**config.mk**
```make
export PLATFORM = sky130hd
export DESIGN_NAME = incremental_pid_angle_wrap_unit
export DESIGN_NICKNAME = d
export VERILOG_FILES = /design/src/rtl/ipaw_pkg.sv /design/src/rtl/incremental_pid_angle_wrap_unit.sv
export SDC_FILE = /design/constraint.sdc
export NUM_CORES = 2
export LEC_CHECK = 0
export BUFFER_PORTS_ARGS = -buffer_cell sky130_fd_sc_hd__clkbuf_2
export CORE_AREA = 2 2 258 387
export CTS_CLUSTER_SIZE = 24
export DETAILED_ROUTE_END_ITERATION = 10
export DIE_AREA = 0 0 260 389
export PLACE_DENSITY = 0.71
export SLEW_MARGIN = 20
export SYNTH_ARGS = -nofsm -noshare
export SYNTH_HDL_FRONTEND = slang
export SYNTH_SLANG_ARGS = --single-unit
```
**constraint.sdc**
```tcl
create_clock -name aclk -period 25.4 [get_ports aclk]
set_clock_uncertainty 0.05 [all_clocks]
set_input_delay 2.54 -clock aclk [delete_from_list [all_inputs] [get_ports aclk]]
set_output_delay 2.54 -clock aclk [all_outputs]
set_load 0.01 [all_outputs]
```
**src/rtl/ipaw_pkg.sv**
```systemverilog
// ----------------------------------------------------------------------------
// ipaw_pkg: shared definitions for the incremental pid angle wrap unit
// Field widths, angle and rounding constants, register indexes and register reset values.
// ----------------------------------------------------------------------------
package ipaw_pkg;

    // field widths
    localparam int ANGLE_W = 15;
    localparam int GAIN_W  = 20;
    localparam int DRIVE_W = 28;
    localparam int CFG_W   = 28;
    localparam int IDX_W   = 3;

    // derived arithmetic widths
    localparam int DIFF_W  = ANGLE_W + 2;
    localparam int COEF_W  = GAIN_W + 2;
    localparam int PROD_W  = COEF_W + ANGLE_W;
    localparam int ACC_W   = PROD_W + 2;
    localparam int FRAC_W  = 12;
    localparam int DELTA_W = ACC_W - FRAC_W;
    localparam int SUM_W   = DRIVE_W + 1;

    // angle constants in Q3.12
    localparam logic signed [DIFF_W-1:0] ANG_PI     = DIFF_W'(12868);
    localparam logic signed [DIFF_W-1:0] ANG_TWO_PI = DIFF_W'(25736);

    // half an lsb of Q12, for rounding the Q24 sum
    localparam logic signed [ACC_W-1:0] ROUND_HALF = ACC_W'(2048);

    // register indexes
    localparam logic [IDX_W-1:0] REG_PROP_GAIN  = IDX_W'(0);
    localparam logic [IDX_W-1:0] REG_INT_GAIN_T = IDX_W'(1);
    localparam logic [IDX_W-1:0] REG_DER_GAIN_T = IDX_W'(2);
    localparam logic [IDX_W-1:0] REG_OUT_MAX    = IDX_W'(3);
    localparam logic [IDX_W-1:0] REG_OUT_MIN    = IDX_W'(4);

    // register reset values
    localparam logic [GAIN_W-1:0]         PROP_GAIN_RST = GAIN_W'(8192);
    localparam logic signed [DRIVE_W-1:0] OUT_MAX_RST   = DRIVE_W'(40960);
    localparam logic signed [DRIVE_W-1:0] OUT_MIN_RST   = -DRIVE_W'(40960);

endpackage

```
**src/rtl/incremental_pid_angle_wrap_unit.sv**
```systemverilog
// ----------------------------------------------------------------------------
// incremental_pid_angle_wrap_unit: velocity-form pid for heading control
// Stages: input register, products, rounded delta, then the drive register.
// Throughput: one transaction per cycle unless m_ready stalls the output
// stage, set by the add and clamp loop through the previous drive register.
// Reset (aresetn low, synchronous): pipeline emptied, state and error history
// cleared to zero, gains and clamp limits back to their reset values.
// Wraps the angle error once into [-pi, pi], forms a0*e - a1*e1 + a2*e2 in
// Q24, rounds to Q12, adds it to the previous drive and clamps the result.
// ----------------------------------------------------------------------------
module incremental_pid_angle_wrap_unit (
    input  logic                                   aclk,
    input  logic                                   aresetn,
    input  logic                                   cfg_we,
    input  logic [ipaw_pkg::IDX_W-1:0]             cfg_index,
    input  logic [ipaw_pkg::CFG_W-1:0]             cfg_wdata,
    input  logic                                   s_valid,
    output logic                                   s_ready,
    input  logic signed [ipaw_pkg::ANGLE_W-1:0]    s_ref_angle,
    input  logic signed [ipaw_pkg::ANGLE_W-1:0]    s_feedback_angle,
    output logic                                   m_valid,
    input  logic                                   m_ready,
    output logic signed [ipaw_pkg::DRIVE_W-1:0]    m_drive
);

    localparam int ANGLE_W = ipaw_pkg::ANGLE_W;
    localparam int GAIN_W  = ipaw_pkg::GAIN_W;
    localparam int DRIVE_W = ipaw_pkg::DRIVE_W;
    localparam int DIFF_W  = ipaw_pkg::DIFF_W;
    localparam int COEF_W  = ipaw_pkg::COEF_W;
    localparam int PROD_W  = ipaw_pkg::PROD_W;
    localparam int ACC_W   = ipaw_pkg::ACC_W;
    localparam int FRAC_W  = ipaw_pkg::FRAC_W;
    localparam int DELTA_W = ipaw_pkg::DELTA_W;
    localparam int SUM_W   = ipaw_pkg::SUM_W;

    // configuration registers
    logic [GAIN_W-1:0]         prop_gain_reg;
    logic [GAIN_W-1:0]         int_gain_reg;
    logic [GAIN_W-1:0]         der_gain_reg;
    logic signed [DRIVE_W-1:0] out_max_reg;
    logic signed [DRIVE_W-1:0] out_min_reg;

    // folded coefficients
    logic [COEF_W-1:0] a0_reg;
    logic [COEF_W-1:0] a1_reg;
    logic [COEF_W-1:0] a2_reg;

    // pipeline registers
    logic                       a_valid_reg;
    logic signed [ANGLE_W-1:0]  a_ref_reg;
    logic signed [ANGLE_W-1:0]  a_fb_reg;
    logic                       b_valid_reg;
    logic signed [PROD_W-1:0]   p0_reg;
    logic signed [PROD_W-1:0]   p1_reg;
    logic signed [PROD_W-1:0]   p2_reg;
    logic                       c_valid_reg;
    logic signed [DELTA_W-1:0]  delta_reg;
    logic                       m_valid_reg;
    logic signed [DRIVE_W-1:0]  drive_reg;

    // error history
    logic signed [ANGLE_W-1:0]  err_last_reg;
    logic signed [ANGLE_W-1:0]  err_prev_reg;

    // handshake
    logic out_ready;
    logic c_ready;
    logic b_ready;
    logic a_load;
    logic b_load;
    logic c_load;
    logic out_load;

    // datapath
    logic signed [DIFF_W-1:0]  diff;
    logic signed [DIFF_W-1:0]  diff_wrap;
    logic signed [ANGLE_W-1:0] err_next;
    logic signed [PROD_W-1:0]  prod0;
    logic signed [PROD_W-1:0]  prod1;
    logic signed [PROD_W-1:0]  prod2;
    logic signed [ACC_W-1:0]   acc;
    logic signed [DELTA_W-1:0] delta_next;
    logic signed [SUM_W-1:0]   sum_drive;
    logic signed [SUM_W-1:0]   max_ext;
    logic signed [SUM_W-1:0]   min_ext;
    logic signed [SUM_W-1:0]   upper_clamped;
    logic signed [DRIVE_W-1:0] drive_next;

    assign out_ready = !m_valid_reg || m_ready;
    assign c_ready   = !c_valid_reg || out_ready;
    assign b_ready   = !b_valid_reg || c_ready;
    assign s_ready   = !a_valid_reg || b_ready;

    assign a_load   = s_valid && s_ready;
    assign b_load   = a_valid_reg && b_ready;
    assign c_load   = b_valid_reg && c_ready;
    assign out_load = c_valid_reg && out_ready;

    assign m_valid = m_valid_reg;
    assign m_drive = drive_reg;

    // configuration writes, unknown indexes dropped
    always_ff @(posedge aclk) begin
        if (!aresetn) begin
            prop_gain_reg <= ipaw_pkg::PROP_GAIN_RST;
            int_gain_reg  <= '0;
            der_gain_reg  <= '0;
            out_max_reg   <= ipaw_pkg::OUT_MAX_RST;
            out_min_reg   <= ipaw_pkg::OUT_MIN_RST;
        end else if (cfg_we) begin
            case (cfg_index)
                ipaw_pkg::REG_PROP_GAIN:  prop_gain_reg <= cfg_wdata[GAIN_W-1:0];
                ipaw_pkg::REG_INT_GAIN_T: int_gain_reg  <= cfg_wdata[GAIN_W-1:0];
                ipaw_pkg::REG_DER_GAIN_T: der_gain_reg  <= cfg_wdata[GAIN_W-1:0];
                ipaw_pkg::REG_OUT_MAX:    out_max_reg   <= cfg_wdata[DRIVE_W-1:0];
                ipaw_pkg::REG_OUT_MIN:    out_min_reg   <= cfg_wdata[DRIVE_W-1:0];
                default: begin
                end
            endcase
        end
    end

    // coefficients follow the gains in the cycle after a change
    always_ff @(posedge aclk) begin
        a0_reg <= COEF_W'(prop_gain_reg) + COEF_W'(int_gain_reg) + COEF_W'(der_gain_reg);
        a1_reg <= COEF_W'(prop_gain_reg) + (COEF_W'(der_gain_reg) << 1);
        a2_reg <= COEF_W'(der_gain_reg);
    end

    // single wrap of the angle error
    always_comb begin
        diff = DIFF_W'(a_ref_reg) - DIFF_W'(a_fb_reg);
        if (diff > ipaw_pkg::ANG_PI) begin
            diff_wrap = diff - ipaw_pkg::ANG_TWO_PI;
        end else if (diff < -ipaw_pkg::ANG_PI) begin
            diff_wrap = diff + ipaw_pkg::ANG_TWO_PI;
        end else begin
            diff_wrap = diff;
        end
        err_next = diff_wrap[ANGLE_W-1:0];
    end

    // three independent Q24 products, operands extended to the product width
    assign prod0 = $signed({{(PROD_W-COEF_W){1'b0}}, a0_reg})
                 * PROD_W'(err_next);
    assign prod1 = $signed({{(PROD_W-COEF_W){1'b0}}, a1_reg})
                 * PROD_W'(err_last_reg);
    assign prod2 = $signed({{(PROD_W-COEF_W){1'b0}}, a2_reg})
                 * PROD_W'(err_prev_reg);

    // round half up to Q12: add half an lsb, then arithmetic shift (floor)
    assign acc = ACC_W'(p0_reg) - ACC_W'(p1_reg) + ACC_W'(p2_reg) + ipaw_pkg::ROUND_HALF;
    assign delta_next = acc[ACC_W-1:FRAC_W];

    // accumulate and clamp, upper limit first so inverted limits give out_min
    // both compares run on the full-width sum so nothing wraps before clamping
    always_comb begin
        sum_drive = SUM_W'(drive_reg) + SUM_W'(delta_reg);
        max_ext   = SUM_W'(out_max_reg);
        min_ext   = SUM_W'(out_min_reg);
        if (sum_drive > max_ext) begin
            upper_clamped = max_ext;
        end else begin
            upper_clamped = sum_drive;
        end
        if (upper_clamped < min_ext) begin
            drive_next = out_min_reg;
        end else begin
            drive_next = upper_clamped[DRIVE_W-1:0];
        end
    end

    // valid bits
    always_ff @(posedge aclk) begin
        if (!aresetn) begin
            a_valid_reg <= 1'b0;
            b_valid_reg <= 1'b0;
            c_valid_reg <= 1'b0;
            m_valid_reg <= 1'b0;
        end else begin
            if (s_ready) begin
                a_valid_reg <= s_valid;
            end
            if (b_ready) begin
                b_valid_reg <= a_valid_reg;
            end
            if (c_ready) begin
                c_valid_reg <= b_valid_reg;
            end
            if (out_ready) begin
                m_valid_reg <= c_valid_reg;
            end
        end
    end

    // payload stages
    always_ff @(posedge aclk) begin
        if (a_load) begin
            a_ref_reg <= s_ref_angle;
            a_fb_reg  <= s_feedback_angle;
        end
        if (b_load) begin
            p0_reg <= prod0;
            p1_reg <= prod1;
            p2_reg <= prod2;
        end
        if (c_load) begin
            delta_reg <= delta_next;
        end
    end

    // controller state: error history moves with the multiply stage,
    // the output register doubles as the previous drive
    always_ff @(posedge aclk) begin
        if (!aresetn) begin
            err_last_reg <= '0;
            err_prev_reg <= '0;
            drive_reg    <= '0;
        end else begin
            if (b_load) begin
                err_prev_reg <= err_last_reg;
                err_last_reg <= err_next;
            end
            if (out_load) begin
                drive_reg <= drive_next;
            end
        end
    end

    // stored error always lies within plus or minus pi
    assert property (@(posedge aclk) disable iff (!aresetn)
        (SUM_W'(err_last_reg) <= SUM_W'(ipaw_pkg::ANG_PI))
        && (SUM_W'(err_last_reg) >= -SUM_W'(ipaw_pkg::ANG_PI)))
        else $error("wrapped error outside plus or minus pi");

    // with ordered limits a new drive lies inside them
    assert property (@(posedge aclk) disable iff (!aresetn)
        out_load && (out_min_reg <= out_max_reg)
        |=> (drive_reg <= $past(out_max_reg)) && (drive_reg >= $past(out_min_reg)))
        else $error("drive outside clamp limits");

    // a stalled delta stage keeps its transaction
    assert property (@(posedge aclk) disable iff (!aresetn)
        c_valid_reg && !out_ready |=> c_valid_reg && $stable(delta_reg))
        else $error("delta stage lost a stalled transaction");

    // the error history only moves when a transaction enters the multiply stage
    assert property (@(posedge aclk) disable iff (!aresetn)
        !b_load |=> $stable(err_last_reg) && $stable(err_prev_reg))
        else $error("error history changed without a transaction");

endmodule
```
# ---- Yosys cells after proc, flatten, opt, wreduce, memory -nomap -nowiden
# Cells that the tools add are included.
dict set report word_totals {
  regBits 409
  input_bits 66
  word_cells 64
}
dict set report op_classes {
  n_addsub 10
  multipliers 3
  n_lt_le_gt_ge 4
  eq_ne 4
  muxes 4
  reduce_logical 18
}
# cell count
set ops {}
lappend ops {{$mul A23 B15 Y37} 2}
lappend ops {{$add A38 B36 Y39} 1}
lappend ops {{$add A39 B13 Y39 const B} 1}
lappend ops {{$sub A37 B37 Y38} 1}
lappend ops {{$mul A21 B15 Y36} 1}
lappend ops {{$mux W15} 2}
lappend ops {{$add A28 B27 Y29} 1}
lappend ops {{$gt A29 B28 Y1} 1}
lappend ops {{$lt A29 B28 Y1} 1}
lappend ops {{$mux W29} 1}
lappend ops {{$mux W28} 1}
lappend ops {{$add A20 B21 Y22} 1}
lappend ops {{$add A21 B20 Y22} 1}
lappend ops {{$add A20 B20 Y21} 1}
lappend ops {{$gt A16 B15 Y1 const B} 1}
lappend ops {{$lt A16 B15 Y1 const B} 1}
lappend ops {{$sub A15 B15 Y16} 1}
lappend ops {{$add A15 B14 Y15 const B} 1}
lappend ops {{$sub A15 B14 Y15 const B} 1}
lappend ops {{$reduce_and A2 Y1} 5}
lappend ops {{$eq A3 B2 Y1 const B} 2}
lappend ops {{$logic_and A1 B1 Y1} 4}
lappend ops {{$logic_not A1 Y1} 4}
lappend ops {{$logic_or A1 B1 Y1} 4}
lappend ops {{other kinds (3)} 3}

# ---- Longest topological paths before layout
dict set report logic_depth {
  depth_word 6
  depth_mapped 41
  ltp_nobuf 37
}

# ---- Worst setup path after synthesis
# OpenSTA, ideal clock, no wires.
dict set report synth_path {
  path_type {reg2reg}
  start {reg a_fb_reg[0]}
  end {reg p0_reg[35], data pin}
  arrival_ps 8831
  required_ps 25092
  slack_ps 16261
  path_stages_with_launch 39
  n_path_buf 3
  period_less_slack_ps 9139
  cell_sequence {edfxtp_1 ha_1 fa_1 nand2b_1 a21oi_1 o21ai_1 a211o_1 buf_2 nor3b_1 a2111o_1 a21oi_2 buf_4 inv_2 o22ai_1 xnor2_1 clkbuf_1 nand2_1 fa_1 (+3 left out) fa_1 inv_1 fa_1 fa_1 inv_1 fa_1 inv_1 ha_1 and3_1 and3_1 a21o_1 a41oi_1 o21ai_0 a41oi_1 a21oi_1 a21o_1 a31oi_1 xnor2_1}
}
dict set report synth_via {
  elab_chain_len 5
}
# item line
set synth_lines {}
lappend synth_lines {{start: declaration} incremental_pid_angle_wrap_unit.sv:52} ;# logic signed [ANGLE_W-1:0] a_fb_reg;
lappend synth_lines {{start signal: assignment} incremental_pid_angle_wrap_unit.sv:201} ;# a_fb_reg <= s_feedback_angle;
lappend synth_lines {{$sub A15 B15 Y16 *} incremental_pid_angle_wrap_unit.sv:133} ;# diff = DIFF_W'(a_ref_reg) - DIFF_W'(a_fb_reg);
lappend synth_lines {{$add A15 B14 Y15 or $lt A16 B15 Y1 (tied branches)} {incremental_pid_angle_wrap_unit.sv:137, incremental_pid_angle_wrap_unit.sv:136}}
lappend synth_lines {{$mux W15} incremental_pid_angle_wrap_unit.sv:136} ;# end else if (diff < -ipaw_pkg::ANG_PI) begin
lappend synth_lines {{$mux W15 *} incremental_pid_angle_wrap_unit.sv:134} ;# if (diff > ipaw_pkg::ANG_PI) begin
lappend synth_lines {{$mul A23 B15 Y37 *} incremental_pid_angle_wrap_unit.sv:146} ;# * PROD_W'(err_next);
lappend synth_lines {{net prod0[35]} incremental_pid_angle_wrap_unit.sv:79} ;# logic signed [PROD_W-1:0] prod0;
lappend synth_lines {{end signal: assignment} incremental_pid_angle_wrap_unit.sv:204} ;# p0_reg <= prod0;
lappend synth_lines {{end: declaration} incremental_pid_angle_wrap_unit.sv:54} ;# logic signed [PROD_W-1:0] p0_reg;
# The timed path passes the listed nets; every way through them passes the cells marked *.
# A chain may end at the register's enable or synchronous reset.

# ---- Final worst setup path
# Same ends and word-level chain as after synthesis.

==> results.json <==
{
  "routabilityCongestion": 0.929,
  "cp_data_arrival_time_ns": 10.66,
  "clockRootBuffer": "clkbuf_16",
  "synth_top_family_by_area": "adder cells",
  "post-place-ws_ns": 14.95,
  "die_h_um": 389,
  "tns_ns": 0,
  "clkTransAtPathRegs_ns": 0.07,
  "use_met1_pct": 33.3,
  "relSlewSlack_pct": 23.0,
  "synth_compound_area_share_pct": 8.52,
  "synth_area_leader_cell": "fa_1",
  "first_global_vias": 42247,
  "period_share_pct": 40.7,
  "crit_slowest_cell": "fa_1",
  "vdd_ir_drop_max_mv": 0.173,
  "yosys_warnings": 0,
  "hold_path.class": "flip-flop to flip-flop",
  "synthArstFlopShare_pct": 0,
  "grt_first_pass_wirelength_mm": 224,
  "p_per_area_nw_per_um2": 100,
  "drt-initial-drc-count": 2528,
  "rows": 141,
  "critical_path_class": "flip-flop to flip-flop",
  "final_common_cell": "inv_1",
  "synth-adder-area-share_pct": 43.9,
  "cts_buffers": 42,
  "tightestPinTransition_ns": 1.15,
  "ioPinCount": 96,
  "final_util_pct": 57.7,
  "start_util_pct": 54.6,
  "cts_resized": 0,
  "synth_edf_count": 167,
  "netlist.area_leader.share_pct": 30.4,
  "grt-ovfl-total": 0,
  "hold_slack_ns": 0.347,
  "cts.sinks": 409,
  "ys.flop_type": "dfxtp_1",
  "drc": 0,
  "leakagePower_nw": 26.9,
  "finalMaxSlewViolations": 0,
  "period_minus_slack_ns": 10.35,
  "max_cap_viol_count": 0,
  "synth_area_um2": 53400,
  "use_met2_pct": 50.8,
  "numPortBuffers": 95,
  "hold_violations": 0,
  "yosysSeqAreaShare_pct": 18.5,
  "clock_path_buffers": 3,
  "syn_inst": 5872,
  "grt_usage_pct": 28.5,
  "dp.cells": 7072,
  "setup-violations-final": 0,
  "area_growth_pct": 5.81,
  "synth_area_leaders": "fa_1 30%, ha_1 14%, edfxtp_1 9.4%",
  "vias_per_cell": 5.64,
  "cp_data_required_time_ns": 25.72,
  "grt_setup_unrepaired": "false",
  "syn_area_per_cell_um2": 9.10,
  "stdcell_count": 7153,
  "antenna_found_initial": 3,
  "clock_latency_ns": 0.62,
  "holdBufCountCts": 0,
  "dieArea_um2": 101000,
  "layout_setup_ws_ns": 15.05,
  "finalNetCount": 7284,
  "synthesis.nets": 7327,
  "start_kind": "flip-flop",
  "muxShareOfSynthArea_pct": 0.763,
  "hpwl_mm": 110,
  "fmax_mhz": 96.7,
  "synth-xor-area-share_pct": 3.21,
  "crit_path_frequent_cell": "fa_1",
  "die_w_um": 260,
  "drive_above_1_share_pct": 5.13,
  "path_max_fanout": 17,
  "core_um2": 97900,
  "cts_tree": "done",
  "htreeDepth": 2,
  "synth_seq_cells": 409,
  "synth-simple-area-share_pct": 15.8,
  "synth.distinct_cells": 85,
  "cts_setup_buffers": 0,
  "grt_max_degree": 94,
  "vias": 40375,
  "status": "finished clean",
  "wl_per_cell_um": 19.7,
  "cpPeakStageDelay_ns": 0.54,
  "wl_mm": 141,
  "detail-route-antenna-nets": 0,
  "drtPass1Iterations": 8,
  "grt-busiest-layer": "met2",
  "grt_use_met3_pct": 2.62,
  "layout_common_cells": "1,082 x inv_1, 914 x nand2_1, 810 x fa_1, 578 x ha_1, 321 x and2_1",
  "cp-end-kind": "flip-flop"
}
## worst max-delay path: cells and delay by family, from the launching register on
kind / cells / cell delay (ns)
AND/OR/NAND/NOR: 5 / 0.80
AO/OA/AOI/OAI: 14 / 3.95
buffers and inverters: 4 / 0.48
flip-flops: 1 / 0.36
XOR/XNOR: 2 / 0.56
adder cells (fa/ha/maj): 9 / 3.92
## layer usage
metal	up-vias	part of all wire, %
met2	1243	51
li1	18380	-
met5	-	0
met4	0	6.5
met1	20306	37
met3	446	4.7
## Yosys cell counts, drive strengths merged (47+ instances only)
master,count
ha,578
a21oi,292
nor3,63
nand2,914
nand3,58
dfxtp,242
clkbuf,206
xor2,47
and2,322
nor2,188
fa,811
xnor2,146
edfxtp,167
nand2b,88
nor2b,50
a21o,70
o21ai,100
inv,1084
## layout make-up
type / instances / area, um^2
Fill cell: 8622 / 41400
Multi-Input combinational cell: 4147 / 38700
Sequential cell: 409 / 9860
Inverter: 1085 / 4080
Tap cell: 1287 / 1610
Clock buffer: 49 / 1160
Timing Repair Buffer: 144 / 843
Clock inverter: 29 / 278
Antenna cell: 3 / 7.51
## cell families (layout without fill, tap and decap cells)
logic type      count (synthesis)  after routing
fa+ha+maj                    1389           1389
simple gates                 1807           1807
other cells                     0              3
mux                            37             37
flops                         409            409
buf+inv                      1316           1307
xor+xnor                      193            193
compound gates                721            721
## through the flow
step / instance area, um^2 / total power, W
final: 56500 / 0.00566
after global routing: 56500 / 0.00618
after CTS: 56500 / 0.00564
after detailed placement: 55100 / 0.00495
after global placement: 55100 / 0.00488
after floorplan: 53400 / 0.00382
## power breakdown
part	leakage [nW]	internal, W	switching (W)
Sequential	3.58	0.000911	0.0000715
Combinational	22.6	0.00156	0.00246
Clock	0.709	0.000357	0.000307
## worst paths after layout
path | slack [ns] | cells past startpoint | to | from
hold / removal | 0.35 | 0 | a1_reg[0] | prop_gain_reg[0]
hold reg to reg | 0.35 | 0 | a1_reg[0] | prop_gain_reg[0]
setup / recovery | 15.05 | 34 | p0_reg[35] | a_fb_reg[0]
setup reg to reg | 15.05 | 34 | p0_reg[35] | a_fb_reg[0]
Note: power is estimated with default switching activity, not from simulation.
